--- src/hdl/cpve_pkg.sv ---
// ----------------------------------------------------------------------------
// cpve_pkg
// Types and constants shared by the place-value numeral encoder modules.
// ----------------------------------------------------------------------------
package cpve_pkg;

  localparam int unsigned VALUE_W  = 61;
  localparam int unsigned SYM_W    = 6;
  // decimal digits needed for a 61-bit magnitude
  localparam int unsigned NUM_BCD  = 19;
  localparam int unsigned BCD_IDX_W = $clog2(NUM_BCD);
  localparam int unsigned CONV_CNT_W = $clog2(VALUE_W + 1);
  localparam int unsigned FIFO_DEPTH = 2;

  // symbol codes
  localparam logic [SYM_W-1:0] SYM_ZERO    = 6'd0;
  localparam logic [SYM_W-1:0] SYM_LIANG   = 6'd10;
  localparam logic [SYM_W-1:0] SYM_LOW_UNIT = 6'd10;
  localparam logic [SYM_W-1:0] SYM_WAN     = 6'd14;
  localparam logic [SYM_W-1:0] SYM_UP_DIGIT = 6'd16;
  localparam logic [SYM_W-1:0] SYM_UP_UNIT = 6'd25;
  localparam logic [SYM_W-1:0] SYM_MINUS   = 6'd29;
  localparam logic [SYM_W-1:0] SYM_YUAN    = 6'd30;
  localparam logic [SYM_W-1:0] SYM_JIAO    = 6'd31;
  localparam logic [SYM_W-1:0] SYM_FEN     = 6'd32;
  localparam logic [SYM_W-1:0] SYM_WHOLE   = 6'd33;
  localparam logic [SYM_W-1:0] SYM_RANGE   = 6'd34;

  typedef logic [3:0] bcd_digit_t;

  typedef struct packed {
    logic               mode;
    logic [VALUE_W-1:0] value;
  } in_item_t;

  typedef struct packed {
    logic [SYM_W-1:0] symbol;
    logic             last;
  } out_item_t;

  // one classified value, passed from front to back
  typedef struct packed {
    logic                           mode;
    logic                           neg;
    logic                           oor;
    bcd_digit_t [NUM_BCD-1:0]       digits;
  } job_t;

  typedef enum logic [1:0] {
    F_IDLE,
    F_CONV,
    F_PUSH
  } front_state_e;

  typedef enum logic [3:0] {
    B_IDLE,
    B_RANGE,
    B_SIGN,
    B_NUM,
    B_NUMEND,
    B_YUAN,
    B_C1,
    B_C2,
    B_C3,
    B_C4,
    B_FLUSH
  } back_state_e;

  typedef enum logic [1:0] {
    PH_BIG,
    PH_ZERO,
    PH_DIG,
    PH_UNIT
  } phase_e;

endpackage

--- src/hdl/chinese_place_value_numeral_encoder.sv ---
// ----------------------------------------------------------------------------
// chinese_place_value_numeral_encoder
// Reads a signed value as a Chinese place-value numeral symbol stream.
// ----------------------------------------------------------------------------
// One value at a time: the front loads each value, converts it bit-serially
// from binary to decimal and hands it off, while the back steps through up
// to four digit phases per digit position and reads the value out at most
// one symbol per cycle, fewer while the output stalls. A two-entry queue lets
// the front convert the next value while the back still reads the current one.
module chinese_place_value_numeral_encoder #(
  parameter int unsigned MAX_DIGITS = 16
) (
  input  logic                clk_i,
  input  logic                rst_ni,
  input  logic                in_valid_i,
  output logic                in_ready_o,
  input  cpve_pkg::in_item_t  in_data_i,
  output logic                out_valid_o,
  input  logic                out_ready_i,
  output cpve_pkg::out_item_t out_data_o
);
  import cpve_pkg::*;

  logic push, full, pop, job_valid;
  job_t job_in, job_out;

  cpve_front #(.MAX_DIGITS(MAX_DIGITS)) u_front (
    .clk_i, .rst_ni, .in_valid_i, .in_ready_o, .in_data_i,
    .push_o(push), .full_i(full), .job_o(job_in)
  );

  cpve_fifo u_fifo (
    .clk_i, .rst_ni, .push_i(push), .data_i(job_in), .full_o(full),
    .pop_i(pop), .valid_o(job_valid), .data_o(job_out)
  );

  cpve_back #(.MAX_DIGITS(MAX_DIGITS)) u_back (
    .clk_i, .rst_ni, .job_valid_i(job_valid), .job_i(job_out), .pop_o(pop),
    .out_valid_o, .out_ready_i, .out_data_o
  );

  a_no_overflow: assert property (@(posedge clk_i) disable iff (!rst_ni)
    full |-> !push) else $error("queue overflow");

  a_range_last: assert property (@(posedge clk_i) disable iff (!rst_ni)
    out_valid_o && (out_data_o.symbol == SYM_RANGE) |-> out_data_o.last)
    else $error("range code not final");

  a_whole_last: assert property (@(posedge clk_i) disable iff (!rst_ni)
    out_valid_o && (out_data_o.symbol == SYM_WHOLE) |-> out_data_o.last)
    else $error("whole mark not final");

  a_pop_valid: assert property (@(posedge clk_i) disable iff (!rst_ni)
    pop |-> job_valid) else $error("pop from empty queue");

endmodule

--- src/hdl/cpve_front.sv ---
// ----------------------------------------------------------------------------
// cpve_front
// Accepts a value, takes its magnitude, converts it to decimal one bit per
// cycle and flags values too large to read.
// ----------------------------------------------------------------------------
module cpve_front #(
  parameter int unsigned MAX_DIGITS = 16
) (
  input  logic               clk_i,
  input  logic               rst_ni,
  input  logic               in_valid_i,
  output logic               in_ready_o,
  input  cpve_pkg::in_item_t in_data_i,
  output logic               push_o,
  input  logic               full_i,
  output cpve_pkg::job_t     job_o
);
  import cpve_pkg::*;

  front_state_e              state_q, state_d;
  logic [CONV_CNT_W-1:0]     cnt_q, cnt_d;
  logic [VALUE_W-1:0]        mag_q, mag_d;
  bcd_digit_t [NUM_BCD-1:0]  bcd_q, bcd_d, bcd_adj;
  logic [4*NUM_BCD-1:0]      bcd_flat;
  logic                      mode_q, neg_q;
  logic                      oor;

  assign in_ready_o = (state_q == F_IDLE);
  assign push_o     = (state_q == F_PUSH) && !full_i;

  always_comb begin
    for (int k = 0; k < NUM_BCD; k++) begin
      bcd_adj[k] = (bcd_q[k] >= 4'd5) ? bcd_q[k] + 4'd3 : bcd_q[k];
    end
  end

  assign bcd_flat = bcd_adj;

  // digits above the readable span make the value out of range
  always_comb begin
    oor = 1'b0;
    for (int k = 0; k < NUM_BCD; k++) begin
      if (mode_q ? (k >= MAX_DIGITS + 2) : (k >= MAX_DIGITS)) begin
        oor = oor | (bcd_q[k] != 4'd0);
      end
    end
  end

  always_comb begin
    state_d = state_q;
    case (state_q)
      F_IDLE:  if (in_valid_i) state_d = F_CONV;
      F_CONV:  if (cnt_q == CONV_CNT_W'(VALUE_W - 1)) state_d = F_PUSH;
      F_PUSH:  if (!full_i) state_d = F_IDLE;
      default: state_d = F_IDLE;
    endcase
  end

  always_comb begin
    cnt_d = cnt_q;
    mag_d = mag_q;
    bcd_d = bcd_q;
    case (state_q)
      F_IDLE: begin
        cnt_d = '0;
        bcd_d = '0;
        mag_d = in_data_i.value[VALUE_W-1] ? (~in_data_i.value + 1'b1) : in_data_i.value;
      end
      F_CONV: begin
        cnt_d = cnt_q + 1'b1;
        bcd_d = {bcd_flat[4*NUM_BCD-2:0], mag_q[VALUE_W-1]};
        mag_d = {mag_q[VALUE_W-2:0], 1'b0};
      end
      default: begin
      end
    endcase
  end

  always_ff @(posedge clk_i or negedge rst_ni) begin
    if (!rst_ni) begin
      state_q <= F_IDLE;
    end else begin
      state_q <= state_d;
    end
  end

  always_ff @(posedge clk_i) begin
    cnt_q <= cnt_d;
    mag_q <= mag_d;
    bcd_q <= bcd_d;
    if (in_valid_i && in_ready_o) begin
      mode_q <= in_data_i.mode;
      neg_q  <= in_data_i.value[VALUE_W-1];
    end
  end

  assign job_o.mode   = mode_q;
  assign job_o.neg    = neg_q;
  assign job_o.oor    = oor;
  assign job_o.digits = bcd_q;

endmodule

--- src/hdl/cpve_fifo.sv ---
// ----------------------------------------------------------------------------
// cpve_fifo
// Two-entry queue of classified values between front and back.
// ----------------------------------------------------------------------------
module cpve_fifo (
  input  logic           clk_i,
  input  logic           rst_ni,
  input  logic           push_i,
  input  cpve_pkg::job_t data_i,
  output logic           full_o,
  input  logic           pop_i,
  output logic           valid_o,
  output cpve_pkg::job_t data_o
);
  import cpve_pkg::*;

  localparam int unsigned PTR_W = $clog2(FIFO_DEPTH);

  job_t                    mem_q [FIFO_DEPTH];
  logic [PTR_W-1:0]        wptr_q, rptr_q;
  logic [PTR_W:0]          count_q;

  assign full_o  = (count_q == (PTR_W+1)'(FIFO_DEPTH));
  assign valid_o = (count_q != '0);
  assign data_o  = mem_q[rptr_q];

  always_ff @(posedge clk_i or negedge rst_ni) begin
    if (!rst_ni) begin
      wptr_q  <= '0;
      rptr_q  <= '0;
      count_q <= '0;
    end else begin
      if (push_i) wptr_q <= wptr_q + 1'b1;
      if (pop_i)  rptr_q <= rptr_q + 1'b1;
      count_q <= count_q + (PTR_W+1)'(push_i) - (PTR_W+1)'(pop_i);
    end
  end

  always_ff @(posedge clk_i) begin
    if (push_i) mem_q[wptr_q] <= data_i;
  end

endmodule

--- src/hdl/cpve_back.sv ---
// ----------------------------------------------------------------------------
// cpve_back
// Walks the decimal digits of one value from the top and emits the numeral
// symbols one at a time; a hold stage lets the final symbol carry last.
// ----------------------------------------------------------------------------
module cpve_back #(
  parameter int unsigned MAX_DIGITS = 16
) (
  input  logic                clk_i,
  input  logic                rst_ni,
  input  logic                job_valid_i,
  input  cpve_pkg::job_t      job_i,
  output logic                pop_o,
  output logic                out_valid_o,
  input  logic                out_ready_i,
  output cpve_pkg::out_item_t out_data_o
);
  import cpve_pkg::*;

  localparam int unsigned POS_W = (MAX_DIGITS > 1) ? $clog2(MAX_DIGITS) : 1;

  back_state_e       state_q, state_d;
  phase_e            ph_q, ph_d;
  logic [POS_W-1:0]  pos_q, pos_d;
  job_t              job_q;
  logic              any_q, zd_q, gu_q;
  logic              hold_v_q;
  logic [SYM_W-1:0]  hold_sym_q;
  logic              out_v_q, out_last_q;
  logic [SYM_W-1:0]  out_sym_q;

  logic              out_free, step_en;
  logic              emit, set_any, set_zd, clr_zd, clr_gu, pos_done;
  logic [SYM_W-1:0]  sym;
  logic [BCD_IDX_W-1:0] idx;
  bcd_digit_t        d, jiao, fen;
  logic [1:0]        u;
  logic              liang;

  assign out_free = !out_v_q || out_ready_i;
  assign step_en  = (state_q != B_IDLE) && (state_q != B_FLUSH) && (!hold_v_q || out_free);
  assign pop_o    = (state_q == B_IDLE) && job_valid_i;

  // currency reads the yuan digits, two places above the cents
  assign idx  = BCD_IDX_W'(pos_q) + (job_q.mode ? BCD_IDX_W'(2) : BCD_IDX_W'(0));
  assign d    = job_q.digits[idx];
  assign jiao = job_q.digits[1];
  assign fen  = job_q.digits[0];
  assign u    = pos_q[1:0];
  assign liang = !job_q.mode && (d == 4'd2) && !any_q &&
                 ((u == 2'd2) || (u == 2'd3) || ((u == 2'd0) && ((pos_q >> 2) != '0)));

  // symbol decode
  always_comb begin
    emit     = 1'b0;
    sym      = SYM_ZERO;
    set_any  = 1'b0;
    set_zd   = 1'b0;
    clr_zd   = 1'b0;
    clr_gu   = 1'b0;
    pos_done = 1'b0;
    case (state_q)
      B_RANGE: begin
        emit = 1'b1;
        sym  = SYM_RANGE;
      end
      B_SIGN: begin
        emit = job_q.neg;
        sym  = SYM_MINUS;
      end
      B_NUM: begin
        case (ph_q)
          PH_BIG: begin
            // leaving a used group: its big unit
            if ((u == 2'd3) && (pos_q != POS_W'(MAX_DIGITS - 1)) && gu_q) begin
              emit   = 1'b1;
              sym    = SYM_WAN + SYM_W'(pos_q >> 2);
              clr_gu = 1'b1;
            end
          end
          PH_ZERO: begin
            if (d == 4'd0) begin
              set_zd   = any_q;
              pos_done = 1'b1;
            end else if (zd_q) begin
              emit   = 1'b1;
              sym    = SYM_ZERO;
              clr_zd = 1'b1;
            end
          end
          PH_DIG: begin
            emit    = 1'b1;
            set_any = 1'b1;
            if ((u == 2'd1) && (d == 4'd1) && !any_q) begin
              sym      = job_q.mode ? SYM_UP_UNIT + 6'd1 : SYM_LOW_UNIT + 6'd1;
              pos_done = 1'b1;
            end else begin
              if (liang) sym = SYM_LIANG;
              else if (job_q.mode) sym = SYM_UP_DIGIT + SYM_W'(d);
              else sym = SYM_W'(d);
              pos_done = (u == 2'd0);
            end
          end
          PH_UNIT: begin
            emit     = 1'b1;
            sym      = job_q.mode ? SYM_UP_UNIT + SYM_W'(u) : SYM_LOW_UNIT + SYM_W'(u);
            pos_done = 1'b1;
          end
          default: begin
          end
        endcase
      end
      B_NUMEND: begin
        emit = !any_q;
        sym  = SYM_ZERO;
      end
      B_YUAN: begin
        emit = 1'b1;
        sym  = SYM_YUAN;
      end
      B_C1: begin
        emit = 1'b1;
        if (jiao == 4'd0 && fen == 4'd0) sym = SYM_WHOLE;
        else if (jiao == 4'd0) sym = SYM_ZERO;
        else sym = SYM_UP_DIGIT + SYM_W'(jiao);
      end
      B_C2: begin
        emit = (jiao != 4'd0);
        sym  = SYM_JIAO;
      end
      B_C3: begin
        emit = (fen != 4'd0);
        sym  = SYM_UP_DIGIT + SYM_W'(fen);
      end
      B_C4: begin
        emit = (fen != 4'd0);
        sym  = SYM_FEN;
      end
      default: begin
      end
    endcase
  end

  // next state
  always_comb begin
    state_d = state_q;
    ph_d    = ph_q;
    pos_d   = pos_q;
    case (state_q)
      B_IDLE: begin
        if (job_valid_i) state_d = job_i.oor ? B_RANGE : B_SIGN;
      end
      B_FLUSH: begin
        if (out_free) state_d = B_IDLE;
      end
      default: begin
        if (step_en) begin
          case (state_q)
            B_RANGE: state_d = B_FLUSH;
            B_SIGN: begin
              state_d = B_NUM;
              ph_d    = PH_BIG;
              pos_d   = POS_W'(MAX_DIGITS - 1);
            end
            B_NUM: begin
              if (pos_done) begin
                ph_d = PH_BIG;
                if (pos_q == '0) state_d = B_NUMEND;
                else pos_d = pos_q - 1'b1;
              end else begin
                case (ph_q)
                  PH_BIG:  ph_d = PH_ZERO;
                  PH_ZERO: ph_d = PH_DIG;
                  PH_DIG:  ph_d = PH_UNIT;
                  default: ph_d = PH_BIG;
                endcase
              end
            end
            B_NUMEND: state_d = job_q.mode ? B_YUAN : B_FLUSH;
            B_YUAN:   state_d = B_C1;
            B_C1:     state_d = (jiao == 4'd0 && fen == 4'd0) ? B_FLUSH : B_C2;
            B_C2:     state_d = B_C3;
            B_C3:     state_d = B_C4;
            B_C4:     state_d = B_FLUSH;
            default:  state_d = B_IDLE;
          endcase
        end
      end
    endcase
  end

  always_ff @(posedge clk_i or negedge rst_ni) begin
    if (!rst_ni) begin
      state_q  <= B_IDLE;
      ph_q     <= PH_BIG;
      hold_v_q <= 1'b0;
      out_v_q  <= 1'b0;
    end else begin
      state_q <= state_d;
      ph_q    <= ph_d;
      if (state_q == B_FLUSH && out_free) begin
        out_v_q  <= 1'b1;
        hold_v_q <= 1'b0;
      end else if (step_en && emit) begin
        hold_v_q <= 1'b1;
        out_v_q  <= hold_v_q || (out_v_q && !out_ready_i);
      end else if (out_ready_i) begin
        out_v_q <= 1'b0;
      end
    end
  end

  always_ff @(posedge clk_i) begin
    pos_q <= pos_d;
    if (pop_o) begin
      job_q <= job_i;
      any_q <= 1'b0;
      zd_q  <= 1'b0;
      gu_q  <= 1'b0;
    end else if (step_en) begin
      if (set_any) begin
        any_q <= 1'b1;
        gu_q  <= 1'b1;
      end else if (clr_gu) begin
        gu_q <= 1'b0;
      end
      if (set_zd) zd_q <= 1'b1;
      else if (clr_zd) zd_q <= 1'b0;
    end
    if (state_q == B_FLUSH && out_free) begin
      out_sym_q  <= hold_sym_q;
      out_last_q <= 1'b1;
    end else if (step_en && emit) begin
      hold_sym_q <= sym;
      if (hold_v_q) begin
        out_sym_q  <= hold_sym_q;
        out_last_q <= 1'b0;
      end
    end
  end

  assign out_valid_o       = out_v_q;
  assign out_data_o.symbol = out_sym_q;
  assign out_data_o.last   = out_last_q;

endmodule
--- config.mk ---
export PLATFORM = sky130hd
export DESIGN_NAME = chinese_place_value_numeral_encoder
export DESIGN_NICKNAME = d
export VERILOG_FILES = /design/src/hdl/cpve_pkg.sv /design/src/hdl/chinese_place_value_numeral_encoder.sv /design/src/hdl/cpve_front.sv /design/src/hdl/cpve_fifo.sv /design/src/hdl/cpve_back.sv
export SDC_FILE = /design/constraint.sdc
export NUM_CORES = 1
export LEC_CHECK = 0
export ABC_CLOCK_PERIOD_IN_PS = 8100
export BUFFER_PORTS_ARGS = -buffer_cell sky130_fd_sc_hd__buf_2
export CORE_ASPECT_RATIO = 0.75
export CORE_MARGIN = 5
export CORE_UTILIZATION = 55
export DETAILED_ROUTE_END_ITERATION = 12
export PLACE_DENSITY = 0.78
export SYNTH_ARGS = -nofsm -noshare
export SYNTH_HDL_FRONTEND = slang
export SYNTH_SLANG_ARGS = --single-unit
--- constraint.sdc ---
create_clock -name clk_i -period 8.1 [get_ports clk_i]
set_input_delay 0.81 -clock clk_i [delete_from_list [all_inputs] [get_ports clk_i]]
set_output_delay 0.81 -clock clk_i [all_outputs]
set_load 0.02 [all_outputs]
==> out/qor.yml, run 1 <==
outcome:
  outcome: "complete, no violations"
placed_design:
  dp_slack_ps: 3950
  io_buffers: 74
  placed_cells: 1957
  place_area_mm2: 0.0202
  dp_hpwl_um: 25800
  place_congestion: 0.930
synthesis:
  synth_ff_type: "edfxtp_1"
  async_flop_share_pct: 3.37
  synth_area_mm2: 0.0194
  synthDistinctLibCells: 74
  synth_seq_cells: 415
  synth_fp_nets: 1599
  synth_edf_count: 397
  yosys_warnings: 0
  ys_seq_area_share_pct: 63.6
  postSynthAreaPerCell_um2: 13.1
  netlist_instances: 1477
run:
  cap_violations: 0
final_layout:
  area_growth_pct: 10.8
  fin_nets: 1663
  drive_above_1_share_pct: 17.3
  final_common_cell: "edfxtp_1"
  fin_cells: 2027
  final_cell_area_mm2: 0.0215
  n_antenna_cell: 0
  most-common-layout-cells: "397 x edfxtp_1, 129 x nor2_1, 119 x nand2_1, 93 x o21ai_0, 91 x a21oi_1"
  utilization_pct: 61.9
detailed_routing:
  drc: 0
  drt_iter0_markers: 1179
  viasPerCell: 5.84
  wl_per_cell_um: 19.7
  detail-route-antenna-nets: 0
  vias: 11800
  firstDrtPassIters: 5
  wl_um: 40000
critical_path:
  critical_path_arrival_ps: 4440
  critPathLaunch: "u_back.job_q[78]$_DFFE_PP_"
  endpoint_kind: "register"
  reg2reg_from: "u_back.job_q[78]$_DFFE_PP_"
  crit_path_start_kind: "register"
  critPathKind: "register to register"
  crit_required_ps: 8350
  critPathMaxFanout: 21
sta:
  hold_ws_ps: 186
  setup_ws_ps: 3910
  rsz0062_at_grt: "false"
  fin_worst_skew_ps: 17.4
  report.final.slew_viol_count: 0
  relSlewSlack_pct: 22.1
  fmax_ghz: 0.239
  tns_ps: 0
  fin_crit_ps: 4190
  finalHoldViolations: 0
  worstMarginPinSlew_ps: 1170
  finalSetupViolCount: 0
  fin_crit_sh_pct: 51.7
clock_network:
  clkSlewWorstSetupHoldPaths_ps: 60
  clock_latency_ps: 540
  cts_resized: 0
  cts_root_buf: "clkbuf_16"
  cts_tree: "yes"
  numCtsBuffers: 39
  cts_hold_buf: 0
  htree_levels: 2
  clock_path_buffers: 3
  clock_sinks: 415
  cts_setup_buffers: 0
floorplanning:
  io_pins: 75
  fp.dieW_um: 227
  die_h_um: 173
  coreArea_mm2: 0.0348
  row_count: 59
  die_area_mm2: 0.0392
  start_util_pct: 55.9
min_path:
  hold_class: "primary input to asynchronous set/reset pin"
global_route:
  grt_util_all_layers_pct: 20.1
  antenna_found_initial: 0
  grt_pass1_vias: 11600
  grt_use_met2_pct: 30.6
  grt_pass1_wl_um: 63100
  grtUsageMet3_pct: 3.63
  top_usage_layer: "met2"
  use_met1_pct: 30.4
  grt_overflow_total: 0
  grt_start_max_net_pins: 95
pwr:
  vdd_drop_max_mv: 0.239
  p_leak_nw: 7.86
  p_per_area_mw_per_mm2: 297
  power_mw: 6.40
## cells by family (layout without fill, tap and decap cells)
kind of cell / count (synthesis) / in the layout / synth area share (%)
compound gates: 266 / 266 / 8.27
xor+xnor: 106 / 106 / 4.82
fa+ha+maj: 56 / 56 / 3.61
buf+inv: 119 / 212 / 2.43
flops: 415 / 415 / 63.6
mux: 114 / 114 / 7.43
simple gates: 401 / 401 / 9.85
## synth_stat cells (all sizes together) (4+ instances only)
cell type / instances / area share (%)
and3: 5 / 0.16
dfrtp: 14 / 1.8
o31ai: 15 / 0.61
or2: 6 / 0.21
o41ai: 8 / 0.48
edfxtp: 397 / 61
dfxtp: 4 / 0.41
a211oi: 4 / 0.15
clkbuf: 52 / 1.0
or4: 10 / 0.46
nor3: 35 / 0.96
inv: 59 / 1.1
nor2: 131 / 2.5
mux2: 81 / 4.7
xnor2: 39 / 1.8
xor2: 67 / 3.1
and2: 7 / 0.23
a22oi: 5 / 0.19
nor4: 8 / 0.40
mux4: 16 / 1.9
mux2i: 17 / 0.88
a31oi: 9 / 0.29
a21oi: 92 / 2.4
or3: 6 / 0.22
nand2b: 36 / 1.2
buf: 8 / 0.28
o2bb2ai: 4 / 0.18
nand2: 121 / 2.4
a21o: 4 / 0.15
nor2b: 7 / 0.23
nand3: 17 / 0.44
o21ai: 95 / 2.4
ha: 56 / 3.6
## registers in the layout, indices dropped and copies added, names as in the netlist, 2 cells and up
name and flops:
u_back.job_q 70, u_back.jiao 4, u_front.state_q 2, u_back.pos_q 4, u_fifo.mem_q 158, u_back.fen 4, u_back.ph_q 2, u_front.mag_q 61
u_front.job_o 76, u_back.state_q 4, u_front.cnt_q 6, u_back.hold_sym_q 6, u_back.out_sym_q 6, u_fifo.count_q 2
## routing by layer
layer	vias up	part of all wire [%]
li1	5554	-
met1	5803	45
met2	407	46
met3	65	6.9
met4	0	2.1
met5	-	0
## path summary, 6_finish.rpt
check,endpoint,slack [ps],cells after the start
max,u_back.out_sym_q[2]$_DFFE_PP_,3910,8
min,u_fifo.count_q[0]$_DFF_PN0_,190,1
max reg2reg,u_back.out_sym_q[2]$_DFFE_PP_,3910,8
min reg2reg,u_back.out_sym_q[3]$_DFFE_PP_,420,0
max in group asynchronous,u_fifo.rptr_q$_DFFE_PN0P_,7610,1
min in group clk_i,u_back.out_sym_q[3]$_DFFE_PP_,420,0
## final cells by class
type                    count  area, um^2
inverters                  59         226
repair buffers             83         438
clock inverters            19         216
clock buffers              51        1080
fillers                  2538       13200
multi-input cells         943        6640
well taps                 457         572
flip-flops and latches    415       12400
## worst max-delay path: stages (launching register included)
cell      delay [ps]
edfxtp_1         560
ha_1            1010
mux4_2           610
mux2i_1          130
mux2i_1          120
or4_1            610
a221o_1          490
nand2_1          170
nand2_1          190
## power breakdown
group          leakage, nW  total, mW  switching, mW  internal (mW)
logic                 3.03       1.52          0.873          0.645
clock network        0.628       1.86          0.780           1.08
registers             4.20       3.03          0.250           2.78
No activity file was read; power rests on OpenSTA's default activity.
==> run 2: changes to the inputs <==
--- a/config.mk
+++ b/config.mk
@@ -5,13 +5,13 @@
 export SDC_FILE = /design/constraint.sdc
 export NUM_CORES = 1
 export LEC_CHECK = 0
-export ABC_CLOCK_PERIOD_IN_PS = 8100
+export ABC_CLOCK_PERIOD_IN_PS = 3600
 export BUFFER_PORTS_ARGS = -buffer_cell sky130_fd_sc_hd__buf_2
 export CORE_ASPECT_RATIO = 0.75
 export CORE_MARGIN = 5
 export CORE_UTILIZATION = 55
 export DETAILED_ROUTE_END_ITERATION = 12
-export PLACE_DENSITY = 0.78
+export PLACE_DENSITY = 0.81
 export SYNTH_ARGS = -nofsm -noshare
 export SYNTH_HDL_FRONTEND = slang
 export SYNTH_SLANG_ARGS = --single-unit
==> constraint.sdc (replaced) <==
create_clock -name clk_i -period 3.6 [get_ports clk_i]
set_input_delay 0.36 -clock clk_i [delete_from_list [all_inputs] [get_ports clk_i]]
set_output_delay 0.36 -clock clk_i [all_outputs]
set_load 0.02 [all_outputs]
==> run 2 against run 1 <==
Compared with the run above:
- via count grew 0.97%
- combinational power up 130%
- non-clock buffer count rose by 17
- design area grew 1.1%
- register-to-register slack worse by 3700 ps
- first-iteration DRC count up 0.34%
- routed wire length is 2.6% lower
- critical path type unchanged
- critical endpoint is now u_back.out_sym_q[1]$_DFFE_PP_
- largest power group unchanged
==> out/qor.yml, run 2 (synthesis results as in run 1) <==
critical_path:
  critPathMaxFanout: 10  # -52%
  reg2reg_from: "u_back.job_q[78]$_DFFE_PP_"
  endpoint_kind: "register"
  r2r-end: "u_back.out_sym_q[1]$_DFFE_PP_"
  reg2reg_depth: 9  # +1
  crit_required_ps: 3860  # -4490 ps
  critPathLaunch: "u_back.job_q[78]$_DFFE_PP_"
  crit_path_start_kind: "register"
  worstSetupEndpoint: "u_back.out_sym_q[1]$_DFFE_PP_"
  r2r_slack_ps: 250  # -3660 ps
  critPathKind: "register to register"
  critical_path_arrival_ps: 3600  # -840 ps
placed_design:
  io_buffers: 74  # unchanged
  placed_cells: 1973  # +0.82%
  place_area_mm2: 0.0204  # +0.90%
  dp_hpwl_um: 25600  # -0.96%
  place_congestion: 0.918  # -1.3%
  dp_slack_ps: 258  # -3690 ps
sta:
  fin_crit_sh_pct: 93.0  # +41 points
  finalSetupViolCount: 0  # unchanged
  tns_ps: 0  # unchanged
  hold_ws_ps: 72.2  # -114 ps
  relSlewSlack_pct: 36.6  # +14 points
  fin_crit_ps: 3350  # -842 ps
  fin_worst_skew_ps: 28.0  # +10.6 ps
  setup_ws_ps: 253  # -3660 ps
  fmax_ghz: 0.299  # +25%
  report.final.slew_viol_count: 0  # unchanged
  finalHoldViolations: 0  # unchanged
  worstMarginPinSlew_ps: 952  # -217 ps
  rsz0062_at_grt: "false"
final_layout:
  fillerInstances: 2434  # -4.1%
  most-common-layout-cells: "397 x edfxtp_1, 129 x nor2_1, 119 x nand2_1, 93 x o21ai_0, 91 x a21oi_1"
  utilization_pct: 62.6  # +0.69 points
  area_growth_pct: 12.1
  fin_cells: 2045  # +0.89%
  largest_register_ffs: 158  # unchanged
  fin_nets: 1681  # +1.1%
  regMostFlops: "u_fifo.mem_q"
  n_antenna_cell: 0  # unchanged
  drive_above_1_share_pct: 17.9  # +0.56 points
  final_cell_area_mm2: 0.0218  # +1.1%
  final_common_cell: "edfxtp_1"
floorplanning:
  row_count: 59  # unchanged
  io_pins: 75  # unchanged
  die_h_um: 173  # unchanged
  start_util_pct: 55.9  # unchanged
  coreArea_mm2: 0.0348  # unchanged
  die_area_mm2: 0.0392  # unchanged
  fp.dieW_um: 227  # unchanged
global_route:
  antenna_found_initial: 1  # +1
  grt_pass1_vias: 11700  # +1.0%
  grt_start_max_net_pins: 144  # +52%
  grt_pass1_wl_um: 62200  # -1.5%
  grt_overflow_total: 0  # unchanged
  grt_util_all_layers_pct: 19.6  # -0.50 points
detailed_routing:
  firstDrtPassIters: 6  # +1
  wl_per_cell_um: 19.1  # -3.4%
  viasPerCell: 5.84  # about the same
  vias: 11900  # +0.97%
  detail-route-antenna-nets: 0  # unchanged
  wl_um: 39000  # -2.6%
  drc: 0  # unchanged
  drt_iter0_markers: 1183  # +0.34%
clock_network:
  cts_root_buf: "clkbuf_16"
  clkSlewWorstSetupHoldPaths_ps: 60  # about the same
  cts_hold_buf: 1  # +1
  clock_latency_ps: 550  # about the same
  htree_levels: 2  # unchanged
  cts_tree: "yes"
  cts_setup_buffers: 0  # unchanged
  clock_path_buffers: 3  # unchanged
  numCtsBuffers: 40  # +2.6%
  clock_sinks: 415  # unchanged
  cts_resized: 0  # unchanged
pwr:
  power_mw: 14.6  # +130%
  p_per_area_mw_per_mm2: 671  # +130%
  p_leak_nw: 7.99  # +1.6%
  vdd_drop_max_mv: 0.665  # +180%
min_path:
  hold_class: "primary input to register"
run:
  cap_violations: 0  # unchanged
outcome:
  outcome: "complete, no violations"
## run 2: cell types whose count changed in the layout (fill, tap and decap cells not counted), moves of 2 or more
cell	before	now
clkinvlp_4	3	1
buf_12	0	5
bufinv_16	4	6
buf_4	9	20
clkbuf_16	40	42
clkinv_2	5	3
clkinv_1	4	8
clkbuf_8	4	0
## run 2: worst max-delay path, cell delays in order (launching register included)
cell	delay, ps
edfxtp_1	400
ha_1	250
ha_1	230
xor2_2	500
mux2i_1	260
mux2i_1	130
or4_1	600
a221o_1	390
nand2_1	120
nand2_1	180
## run 2: where the power goes
group / switching, mW / internal [mW]
Clock: 1.75 / 2.57
Sequential: 0.508 / 6.25
Combinational: 2.00 / 1.53
Total: 4.26 / 10.4
## run 2: final cells by class
cell class | instances | area (um^2) | share of cell area, %
clock buffer | 50 | 1080 | 4.97
clock inverter | 21 | 267 | 1.22
inverter | 59 | 226 | 1.04
multi-input combinational | 943 | 6640 | 30.5
sequential | 415 | 12400 | 56.8
tap | 457 | 572 | 2.63
timing repair buffer | 100 | 631 | 2.90
## run 2: worst min path at each step
| stage | cells past startpoint | start | slack (ps) | end |
|---|---|---|---|---|
| after floorplan | 0 | rst_ni | 60 | u_back.hold_v_q$_DFFE_PN0P_ |
| after detailed placement | 1 | rst_ni | 290 | u_back.out_valid_o$_DFFE_PN0P_ |
| final | 1 | in_data_i[61] | 70 | u_front.mode_q$_DFFE_PP_ |
| after CTS | 1 | in_data_i[61] | 40 | u_front.mode_q$_DFFE_PP_ |
| after global routing | 1 | in_data_i[61] | 60 | u_front.mode_q$_DFFE_PP_ |
| after global placement | 1 | rst_ni | 290 | u_back.hold_v_q$_DFFE_PN0P_ |
## run 2: metal layers
| layer | wire length, um | part of all wire, % | global-route usage (%) | vias up |
|---|---|---|---|---|
| li1 | - | - | - | 5605 |
| met1 | 17400 | 45 | 29.0 | 5841 |
| met2 | 18000 | 46 | 30.2 | 424 |
| met3 | 2690 | 6.9 | 3.88 | 72 |
| met4 | 916 | 2.4 | 5.06 | 2 |
| met5 | 8 | 0.021 | 0 | - |
==> run 3: changes to the inputs <==
--- a/config.mk
+++ b/config.mk
@@ -5,13 +5,13 @@
 export SDC_FILE = /design/constraint.sdc
 export NUM_CORES = 1
 export LEC_CHECK = 0
-export ABC_CLOCK_PERIOD_IN_PS = 3600
+export ABC_CLOCK_PERIOD_IN_PS = 3100
 export BUFFER_PORTS_ARGS = -buffer_cell sky130_fd_sc_hd__buf_2
 export CORE_ASPECT_RATIO = 0.75
 export CORE_MARGIN = 5
 export CORE_UTILIZATION = 55
 export DETAILED_ROUTE_END_ITERATION = 12
-export PLACE_DENSITY = 0.81
+export PLACE_DENSITY = 0.78
 export SYNTH_ARGS = -nofsm -noshare
 export SYNTH_HDL_FRONTEND = slang
 export SYNTH_SLANG_ARGS = --single-unit
==> constraint.sdc (replaced) <==
create_clock -name clk_i -period 3.1 [get_ports clk_i]
set_input_delay 0.31 -clock clk_i [delete_from_list [all_inputs] [get_ports clk_i]]
set_output_delay 0.31 -clock clk_i [all_outputs]
set_load 0.02 [all_outputs]
==> run 3 against run 2 <==
Compared with the run above:
- sequential power grew 16%
- global-route usage grew 0.55 points
- utilization grew 0.50 points
- maximum frequency grew 12%
- via count grew 0.56%
- clock skew shrank 11 ps
- critical path type unchanged
- critical endpoint is now u_back.out_sym_q[3]$_DFFE_PP_
- largest cell class unchanged
- largest power group unchanged
==> out/qor.yml, run 3 (synthesis results as in run 1) <==
outcome:
  outcome: "complete, no violations"
final_layout:
  final_common_cell: "edfxtp_1"
  area_growth_pct: 13.0
  final_cell_area_mm2: 0.0219  # +0.80%
  n_antenna_cell: 0  # unchanged
  most-common-layout-cells: "397 x edfxtp_1, 129 x nor2_1, 118 x nand2_1, 93 x o21ai_0, 91 x a21oi_1"
  fin_nets: 1697  # +0.95%
  drive_above_1_share_pct: 19.2  # +1.3 points
  regMostFlops: "u_fifo.mem_q"
  largest_register_ffs: 158  # unchanged
global_route:
  grt_pass1_vias: 11900  # +2.0%
  grt_pass1_wl_um: 63800  # +2.6%
  grt_start_max_net_pins: 144  # unchanged
  grt_overflow_total: 0  # unchanged
  grt_util_all_layers_pct: 20.2  # +0.55 points
  antenna_found_initial: 2  # +1
critical_path:
  critPathKind: "register to register"
  cp_slowest_cell: "or4_4"
  crit_required_ps: 3380  # -480 ps
  slowest_delay_ps: 530  # -70 ps
  critical_path.n_buffers_inverters: 1  # +1
  critPathTopFamily: "simple AND/OR/NAND/NOR gates"
  crit_path_start_kind: "register"
  crit_chain: "ha_4, buf_4, mux4_2, mux2i_1, mux2i_1, or4_4, a221o_1, nand2_1, nand2_4"
  endpoint_kind: "register"
  critical_path_arrival_ps: 3270  # -330 ps
  critPathMaxFanout: 6  # -4
  path_common_cell: "mux2i_1"
detailed_routing:
  viasPerCell: 5.82  # -0.36%
  detail-route-antenna-nets: 0  # unchanged
  wl_um: 40000  # +2.6%
  vias: 12000  # +0.56%
  firstDrtPassIters: 5  # -1
  wl_per_cell_um: 19.4  # +1.7%
  drt_iter0_markers: 1078  # -8.9%
  drc: 0  # unchanged
pwr:
  p_leak_nw: 8.08  # +1.1%
  p_per_area_mw_per_mm2: 783  # +17%
  vdd_drop_max_mv: 0.619  # -6.9%
floorplanning:
  die_h_um: 173  # unchanged
  coreArea_mm2: 0.0348  # unchanged
  start_util_pct: 55.9  # unchanged
  fp.dieW_um: 227  # unchanged
  row_count: 59  # unchanged
  io_pins: 75  # unchanged
  die_area_mm2: 0.0392  # unchanged
sta:
  report.final.slew_viol_count: 0  # unchanged
  setup_ws_ps: 108  # -145 ps
  finalSetupViolCount: 0  # unchanged
  fin_crit_ps: 2990  # -355 ps
  fmax_ghz: 0.334  # +12%
  finalHoldViolations: 0  # unchanged
  fin_worst_skew_ps: 17.1  # -10.9 ps
  relSlewSlack_pct: 35.4  # -1.2 points
  hold_ws_ps: 116  # +44.1 ps
  rsz0062_at_grt: "false"
  worstMarginPinSlew_ps: 945  # -6.68 ps
  tns_ps: 0  # unchanged
  fin_crit_sh_pct: 96.5  # +3.6 points
clock_network:
  clock_sinks: 415  # unchanged
  clock_latency_ps: 540  # about the same
  cts_root_buf: "clkbuf_16"
  cts_tree: "yes"
  clock_path_buffers: 3  # unchanged
  clkSlewWorstSetupHoldPaths_ps: 60  # about the same
  htree_levels: 2  # unchanged
  numCtsBuffers: 40  # unchanged
placed_design:
  place_area_mm2: 0.0206  # +0.70%
  dp_hpwl_um: 25600  # about the same
  io_buffers: 74  # unchanged
  dp_slack_ps: -54.4  # -312 ps
  place_congestion: 0.889  # -3.1%
run:
  cap_violations: 0  # unchanged
min_path:
  hold_class: "primary input to register"
-- run 3: cell types whose count changed in the layout (fill, tap and decap cells not counted), moves of 3 or more --
cell,change
clkinv_2,+5
buf_4,+11
clkinv_1,-6
clkbuf_8,+3
buf_12,+4
clkbuf_1,+5
-- run 3: path summary, 6_finish.rpt --
kind / startpoint / end / slack (ps) / cells after the start
max: u_back.pos_q[1]$_SDFFCE_PN1P_ / u_back.out_sym_q[3]$_DFFE_PP_ / 110 / 9
max reg2reg: u_back.pos_q[1]$_SDFFCE_PN1P_ / u_back.out_sym_q[3]$_DFFE_PP_ / 110 / 9
max in group asynchronous: rst_ni / u_fifo.rptr_q$_DFFE_PN0P_ / 2580 / 2
min: in_data_i[0] / u_front.mag_q[0]$_SDFFCE_PP0P_ / 120 / 3
min reg2reg: u_back.hold_sym_q[0]$_DFFE_PP_ / u_back.out_sym_q[0]$_DFFE_PP_ / 420 / 0
min in group asynchronous: rst_ni / u_fifo.count_q[1]$_DFF_PN0_ / 230 / 2
-- run 3: repair_timing --
action / 4_1_cts / 5_1_grt
endpoints found under the setup margin: 10 / 23
pin swaps: 0 / 1
resized for setup: 2 / 3
hold buffers: 2 / 0
hold endpoints to repair: 15 / 0
buffers inserted: 0 / 4
-- run 3: area by class of cell --
cell class,instances,area (um^2)
inverters,59,225
fillers,2495,12800
clock buffers,57,1120
repair buffers,116,803
clock inverters,17,194
multi-input cells,943,6680
flip-flops and latches,415,12400
well taps,457,572
-- run 3: layer usage --
metal,vias up,GRT usage (%),routed length [um]
met4,4,5.53,888
met1,5873,30.4,18100
met5,-,0,21
met2,426,30.6,18200
met3,70,3.54,2730
li1,5638,-,-
-- run 3: worst register-to-register path, cell delays in order, from the launching register on --
cell and delay (ps):
edfxtp_1 430, ha_4 320, buf_4 130, mux4_2 480
mux2i_1 140, mux2i_1 120, or4_4 530, a221o_1 340
nand2_1 150, nand2_4 100
-- run 3: power breakdown --
group / switching [mW] / total, mW / internal (mW)
combinational: 2.44 / 4.44 / 1.99
clock: 2.05 / 4.91 / 2.86
sequential: 0.570 / 7.83 / 7.26
total: 5.07 / 17.2 / 12.1
-- run 3: metrics by stage --
stage	cells	util, %	power, mW
floorplan	1477	-	10.9
global placement	1984	59.1	12.0
detailed placement	1984	59.1	12.2
CTS	2060	62.9	17.1
global route	2064	63.1	18.1
finish	2064	63.1	17.2
